## src/rtl/trl_pkg.sv

```systemverilog
package trl_pkg;

    localparam int MAX_ENTRIES_DEF = 32;
    localparam int ID_W            = 16;
    localparam int HANDLE_W        = 16;
    localparam int COUNT_OUT_W     = 6;

    localparam logic [1:0] OP_APPEND = 2'd0;
    localparam logic [1:0] OP_REMOVE = 2'd1;
    localparam logic [1:0] OP_LOOKUP = 2'd2;

    localparam logic [1:0] ST_OK        = 2'd0;
    localparam logic [1:0] ST_FULL      = 2'd1;
    localparam logic [1:0] ST_NOT_FOUND = 2'd2;

    typedef struct packed {
        logic [1:0]          opcode;
        logic [ID_W-1:0]     thread_id;
        logic [HANDLE_W-1:0] handle_in;
    } t_in_item;

    typedef struct packed {
        logic [1:0]             status;
        logic [HANDLE_W-1:0]    handle_out;
        logic                   is_empty;
        logic [COUNT_OUT_W-1:0] entry_count;
    } t_out_item;

    typedef struct packed {
        logic [ID_W-1:0]     id;
        logic [HANDLE_W-1:0] handle;
    } t_entry;

    typedef struct packed {
        logic cmp_en;
        logic load_en;
        logic shift_en;
    } t_cell_ctl;

endpackage

```

## src/rtl/trl_cell.sv

```systemverilog
module trl_cell (
    input  logic                      i_clk,
    input  trl_pkg::t_cell_ctl        i_ctl,
    input  logic                      i_valid,
    input  logic [trl_pkg::ID_W-1:0]  i_cmp_id,
    input  trl_pkg::t_entry           i_new,
    input  trl_pkg::t_entry           i_next,
    output trl_pkg::t_entry           o_entry,
    output logic                      o_hit
);

    trl_pkg::t_entry r_entry;
    logic            r_hit;

    // slot content and its registered id match
    always_ff @(posedge i_clk) begin
        if (i_ctl.cmp_en) begin
            r_hit <= i_valid && (r_entry.id == i_cmp_id);
        end
        if (i_ctl.load_en) begin
            r_entry <= i_new;
        end else if (i_ctl.shift_en) begin
            r_entry <= i_next;
        end
    end

    assign o_entry = r_entry;
    assign o_hit   = r_hit;

endmodule

```

## src/rtl/thread_ready_list_core.sv

```systemverilog
// Ordered list of up to MAX_ENTRIES thread entries (16-bit id, 16-bit handle),
// front at cell 0. Opcode 0 appends at the rear (status full when no slot is
// free), opcode 1 removes the first entry from the front with a matching id and
// closes the gap so the order of the rest is kept, opcode 2 looks up the first
// match without changing the list, opcode 3 does nothing. Every transaction
// gives one result with status, handle (zero unless found), empty flag and the
// count after the step (count modulo 64). The request is latched at the edge
// that accepts it. In the next cycle every cell compares its id in parallel and
// registers a hit (state S_SEARCH). In state S_APPLY, once the result register
// is free, a prefix-OR over the hit row picks the first match, the handle is
// selected, the tail cells all move forward by one at once and the result
// register loads. No new transaction is taken before that. The next
// transaction is taken the cycle after the result is registered, even while
// that result is still stalled downstream; the update cycle itself waits when
// the result register is still occupied and stalled.
module thread_ready_list_core #(
    parameter int MAX_ENTRIES = trl_pkg::MAX_ENTRIES_DEF
) (
    input  logic               i_clk,
    input  logic               i_rst_n,
    input  logic               i_in_valid,
    output logic               o_in_stall,
    input  trl_pkg::t_in_item  i_in_item,
    output logic               o_out_valid,
    input  logic               i_out_stall,
    output trl_pkg::t_out_item o_out_item
);

    localparam int CW = $clog2(MAX_ENTRIES + 1);
    localparam int LG = $clog2(MAX_ENTRIES);

    typedef enum logic [1:0] {
        S_IDLE,
        S_SEARCH,
        S_APPLY
    } t_state;

    t_state             r_state, n_state;
    trl_pkg::t_in_item  r_item;
    logic [CW-1:0]      r_count, n_count;
    logic               r_out_valid, n_out_valid;
    trl_pkg::t_out_item r_out_item, n_out_item;

    trl_pkg::t_cell_ctl                    cell_ctl [MAX_ENTRIES];
    trl_pkg::t_entry                       cell_ent [MAX_ENTRIES];
    logic [MAX_ENTRIES-1:0]                hits;
    logic [LG:0][MAX_ENTRIES-1:0]          pre;
    logic [MAX_ENTRIES-1:0]                first_hit;
    logic                                  found;
    logic [trl_pkg::HANDLE_W-1:0]          sel_handle;
    logic                                  out_free;
    logic                                  apply;
    logic                                  accept;
    trl_pkg::t_entry                       new_ent;

    assign accept   = i_in_valid && (r_state == S_IDLE);
    assign out_free = !r_out_valid || !i_out_stall;
    assign apply    = (r_state == S_APPLY) && out_free;
    assign new_ent  = '{id: r_item.thread_id, handle: r_item.handle_in};

    // row of cells, each taking its rear neighbor's entry on a shift
    for (genvar k = 0; k < MAX_ENTRIES; k++) begin : g_cell
        trl_pkg::t_entry next_ent;
        logic            tail_move;

        if (k == MAX_ENTRIES - 1) begin : g_last
            assign next_ent = new_ent;
        end else begin : g_mid
            assign next_ent = cell_ent[k+1];
        end

        // cell moves when at or behind the first match and not the last valid entry
        assign tail_move = pre[LG][k] && ((CW+1)'(k + 1) < {1'b0, r_count});

        assign cell_ctl[k] = '{
            cmp_en:   (r_state == S_SEARCH),
            load_en:  apply && (r_item.opcode == trl_pkg::OP_APPEND)
                      && ((CW+1)'(k) == {1'b0, r_count}),
            shift_en: apply && (r_item.opcode == trl_pkg::OP_REMOVE) && tail_move
        };

        trl_cell u_cell (
            .i_clk    (i_clk),
            .i_ctl    (cell_ctl[k]),
            .i_valid  ((CW+1)'(k) < {1'b0, r_count}),
            .i_cmp_id (r_item.thread_id),
            .i_new    (new_ent),
            .i_next   (next_ent),
            .o_entry  (cell_ent[k]),
            .o_hit    (hits[k])
        );
    end

    // log-depth inclusive prefix OR over the hit row
    assign pre[0] = hits;
    for (genvar l = 0; l < LG; l++) begin : g_lvl
        for (genvar k = 0; k < MAX_ENTRIES; k++) begin : g_bit
            if (k >= (1 << l)) begin : g_or
                assign pre[l+1][k] = pre[l][k] | pre[l][k - (1 << l)];
            end else begin : g_pass
                assign pre[l+1][k] = pre[l][k];
            end
        end
    end

    // first match: hit with no hit in front of it
    for (genvar k = 0; k < MAX_ENTRIES; k++) begin : g_first
        if (k == 0) begin : g_front
            assign first_hit[k] = hits[k];
        end else begin : g_rest
            assign first_hit[k] = hits[k] && !pre[LG][k-1];
        end
    end

    assign found = pre[LG][MAX_ENTRIES-1];

    // one-hot handle select
    always_comb begin
        sel_handle = '0;
        for (int k = 0; k < MAX_ENTRIES; k++) begin
            sel_handle = sel_handle
                         | ({trl_pkg::HANDLE_W{first_hit[k]}} & cell_ent[k].handle);
        end
    end

    always_comb begin
        logic [1:0]                   status;
        logic [trl_pkg::HANDLE_W-1:0] handle;

        n_state     = r_state;
        n_count     = r_count;
        n_out_valid = r_out_valid && i_out_stall;
        n_out_item  = r_out_item;
        status      = trl_pkg::ST_OK;
        handle      = '0;

        case (r_state)
            S_IDLE: begin
                if (accept) begin
                    n_state = S_SEARCH;
                end
            end
            S_SEARCH: begin
                n_state = S_APPLY;
            end
            S_APPLY: begin
                if (out_free) begin
                    case (r_item.opcode)
                        trl_pkg::OP_APPEND: begin
                            if (r_count == CW'(MAX_ENTRIES)) begin
                                status = trl_pkg::ST_FULL;
                            end else begin
                                n_count = r_count + CW'(1);
                            end
                        end
                        trl_pkg::OP_REMOVE: begin
                            if (found) begin
                                handle  = sel_handle;
                                n_count = r_count - CW'(1);
                            end else begin
                                status = trl_pkg::ST_NOT_FOUND;
                            end
                        end
                        trl_pkg::OP_LOOKUP: begin
                            if (found) begin
                                handle = sel_handle;
                            end else begin
                                status = trl_pkg::ST_NOT_FOUND;
                            end
                        end
                        default: begin
                            status = trl_pkg::ST_OK;
                        end
                    endcase
                    n_out_valid            = 1'b1;
                    n_out_item.status      = status;
                    n_out_item.handle_out  = handle;
                    n_out_item.is_empty    = (n_count == '0);
                    n_out_item.entry_count = trl_pkg::COUNT_OUT_W'(n_count);
                    n_state                = S_IDLE;
                end
            end
            default: begin
                n_state = S_IDLE;
            end
        endcase
    end

    always_ff @(posedge i_clk) begin
        if (!i_rst_n) begin
            r_state     <= S_IDLE;
            r_count     <= '0;
            r_out_valid <= 1'b0;
        end else begin
            r_state     <= n_state;
            r_count     <= n_count;
            r_out_valid <= n_out_valid;
        end
        if (accept) begin
            r_item <= i_in_item;
        end
        r_out_item <= n_out_item;
    end

    assign o_in_stall  = (r_state != S_IDLE);
    assign o_out_valid = r_out_valid;
    assign o_out_item  = r_out_item;

endmodule

```

## config.mk

```make
export PLATFORM = sky130hd
export DESIGN_NAME = thread_ready_list_core
export DESIGN_NICKNAME = d
export VERILOG_FILES = /design/src/rtl/trl_pkg.sv /design/src/rtl/trl_cell.sv /design/src/rtl/thread_ready_list_core.sv
export SDC_FILE = /design/constraint.sdc
export NUM_CORES = 2
export LEC_CHECK = 0
export BUFFER_PORTS_ARGS = -buffer_cell sky130_fd_sc_hd__buf_2
export CAP_MARGIN = 20
export CELL_PAD_IN_SITES_DETAIL_PLACEMENT = 0
export CELL_PAD_IN_SITES_GLOBAL_PLACEMENT = 1
export CORE_MARGIN = 2
export CORE_UTILIZATION = 30
export CTS_BUF_LIST = sky130_fd_sc_hd__clkbuf_8
export CTS_CLUSTER_DIAMETER = 50
export CTS_CLUSTER_SIZE = 14
export DETAILED_ROUTE_END_ITERATION = 12
export PLACE_DENSITY_LB_ADDON = 0.08
export SETUP_SLACK_MARGIN = 0.3
export SLEW_MARGIN = 10
export SYNTH_ARGS = -nofsm -noshare
export SYNTH_HDL_FRONTEND = slang
export SYNTH_HIERARCHICAL = 1
export SYNTH_SLANG_ARGS = --single-unit
```

## constraint.sdc

```tcl
create_clock -name i_clk -period 3.7 [get_ports i_clk]
set_input_delay 0.74 -clock i_clk [delete_from_list [all_inputs] [get_ports i_clk]]
set_output_delay 0.74 -clock i_clk [all_outputs]
set_load 0.03 [all_outputs]
```

==> metrics <==
status completed; fillcell total 18.5k; total power 27.3 mW; synth unique cells 71; DP HPWL 131 mm; CTS root buf clkbuf_8; total track usage 18.2%; clock-pin slew on the worst setup and hold paths 80 ps; unrepaired setup endpoints after global routing false; Pwr Density 408 mW/mm2; crit-path most repeated cell buf_4; final hold violations 0; Final nets 4275; cell count after synthesis 3922; Sum Neg Setup Slack 0 ps; GR Overflow Total 0; HP Class in -> reg; post-synthesis sequential area ratio 58.6%; final slew viol count 0; worst-path cell chain or4_1 -> buf_4 -> nor4_2 -> buf_4 -> nand2_1 -> and3_1 -> or2_2; Max-slew headroom 36.8%; maximum VDD drop 0.000264 V; Die Wd 441 um; register bit total from synthesis 1124; commonest non-fill, non-tap cell in the layout edfxtp_1; WP buf/inv 2; DR vias/cell 4.99; largest net degree at the start of global routing 66; Most used DFF post-synth edfxtp_1; insertion delay to the later sink of the worst-skew pair 930 ps; dpl ws 174 ps; Fmax 0.300 GHz; Post-synth EDFFs 1115; critical path launch point type register; setup violators final 0; Worst Slack Setup Final 370 ps; CP max stage cell or4_1; worst endpoint data arrival time 3830 ps; Clock Path Buffers 3; Clock Skew 71.3 ps; drt wl/cell 25.8 um; Die Area 0.195 mm2; post-route ant nets 0; most frequent cells in the layout 1115 x edfxtp_1, 1024 x mux2_2, 385 x xnor2_1; Placed Area 0.0627 mm2; Port Buffers 64; clock sinks 1124; vias in the first global route 36.0k; share of cells above drive strength 1 40.3%; Tcrit/Tclk final 90.0%; Syn-to-layout area delta 16.6%; Worst Setup End Kind register; Syn. warnings 6; FP Rows 160; core area 0.190 mm2; Slew @ Worst Pin 948 ps; Top Family by Delay on Critical Path simple AND/OR/NAND/NOR gates; Async SR Flop Fraction 0%; CP max FO 32; CP peak stage delay 610 ps; RePlAce Congestion 0.858; CP Class reg -> reg; CTS tree yes; vias 34.4k; final instance area 0.0669 mm2; Leak 20.9 nW; TritonCTS Buffers 167; syn_nets 3967; syn_area_per_cell 14.6 um2; IO Pins 65; die height 441 um; drt pass-1 iters 6; Critical Path RT 4200 ps; max_cap viols 0; Initial DRC Count 2476; Initial Util 30.2%; initial antenna violation count 8; Period minus WS final 3330 ps; first-pass GRT wire length 259 mm; Mapped Area 0.0574 mm2; final WL 178 mm; DR DRC count 0; H-tree Lvls 4
[where the power goes]
| part | switching [mW] | leakage [nW] | total (mW) | internal (mW) |
|---|---|---|---|---|
| clock | 5.81 | 1.96 | 12.0 | 6.16 |
| combinational | 0.912 | 8.78 | 1.39 | 0.473 |
| sequential | 0.0636 | 10.1 | 13.9 | 13.9 |
| total | 6.79 | 20.9 | 27.3 | 20.5 |
[kinds of logic after synthesis]
| logic type | after synthesis | synth area share [%] |
|---|---|---|
| mux | 1026 | 20.1 |
| buf+inv | 255 | 1.97 |
| flops | 1124 | 58.6 |
| fa+ha+maj | 7 | 0.153 |
| compound gates | 377 | 5.08 |
| xor+xnor | 513 | 7.83 |
| simple gates | 620 | 6.21 |
[through the flow]
| step | hold WS (ps) | util, % | std cells |
|---|---|---|---|
| 2_1_floorplan | 513 | - | 3922 |
| 3_3_place_gp | 556 | 32.9 | 6534 |
| 3_5_place_dp | 556 | 33.0 | 6537 |
| 4_1_cts | 136 | 35.2 | 6883 |
| 5_1_grt | 167 | 35.2 | 6887 |
| 6_report | 258 | 35.2 | 6889 |
[final timing paths]
kind                                               startpoint                            end  slack [ps]  depth (start not counted)
worst max-delay path                   g_cell[2].u_cell/o_hit  g_cell[16].u_cell/o_entry[12]         370                          7
worst max register to register         g_cell[2].u_cell/o_hit  g_cell[16].u_cell/o_entry[12]         370                          7
worst min register to register  g_cell[12].u_cell/o_entry[15]  g_cell[11].u_cell/o_entry[15]         560                          1
worst min-delay path                              i_out_stall                    o_out_valid         260                          3
[sequential cells by signal, indices dropped and copies added (netlist names)]
name and flops:
g_cell.u_cell/o_hit 32, r_count 6, g_cell.u_cell/o_entry 1024, o_out_item 25
g_cell.next_ent 32, r_state 2, o_out_valid 1, r_item 2
[what timing repair did]
action,CTS,global route
endpoints found under the setup margin,2,103
setup buffers,0,1
resized for setup,2,9
pin swaps,0,1
hold endpoints to repair,34,0
hold buffers,34,0
[cell type report]
type	instances	area (um2)	area share (%)
clock inverters	138	1460	2.19
clock buffers	174	2390	3.58
inverters	33	124	0.185
flip-flops and latches	1124	33700	50.3
diodes	5	12.5	0.0187
multi-input cells	2543	22900	34.3
well taps	2511	3140	4.69
repair buffers	361	3210	4.79
[per-layer routing]
layer	share of wire [%]	vias to the layer above	global-route usage, %
met5	0.0073	-	0
met4	1.7	2	4.01
met3	4.8	211	3.20
met2	48	761	30.3
met1	45	17500	24.7
li1	-	15900	-
[worst min-delay path: stages]
cell and delay (ps):
buf_2 120, nand2_1 140, a21boi_0 100
[Yosys cell counts (23+ instances only)]
master / instances / area (um2)
edfxtp_1: 1115 / 33500
nor2_1: 66 / 248
nand4_1: 100 / 626
nand2_1: 150 / 563
a22oi_1: 72 / 541
xor2_1: 128 / 1120
xnor2_1: 385 / 3370
inv_1: 31 / 116
a32oi_1: 41 / 359
and3_1: 24 / 150
nor3_1: 58 / 290
nor4_1: 47 / 294
or2_2: 36 / 225
a21oi_1: 34 / 170
o21ai_0: 41 / 205
clkbuf_1: 77 / 289
buf_2: 137 / 686
nor4_2: 36 / 450
mux2_2: 1024 / 11500
a221oi_1: 25 / 219
nand3_1: 23 / 115
Note: power is estimated with default switching activity, not from simulation.
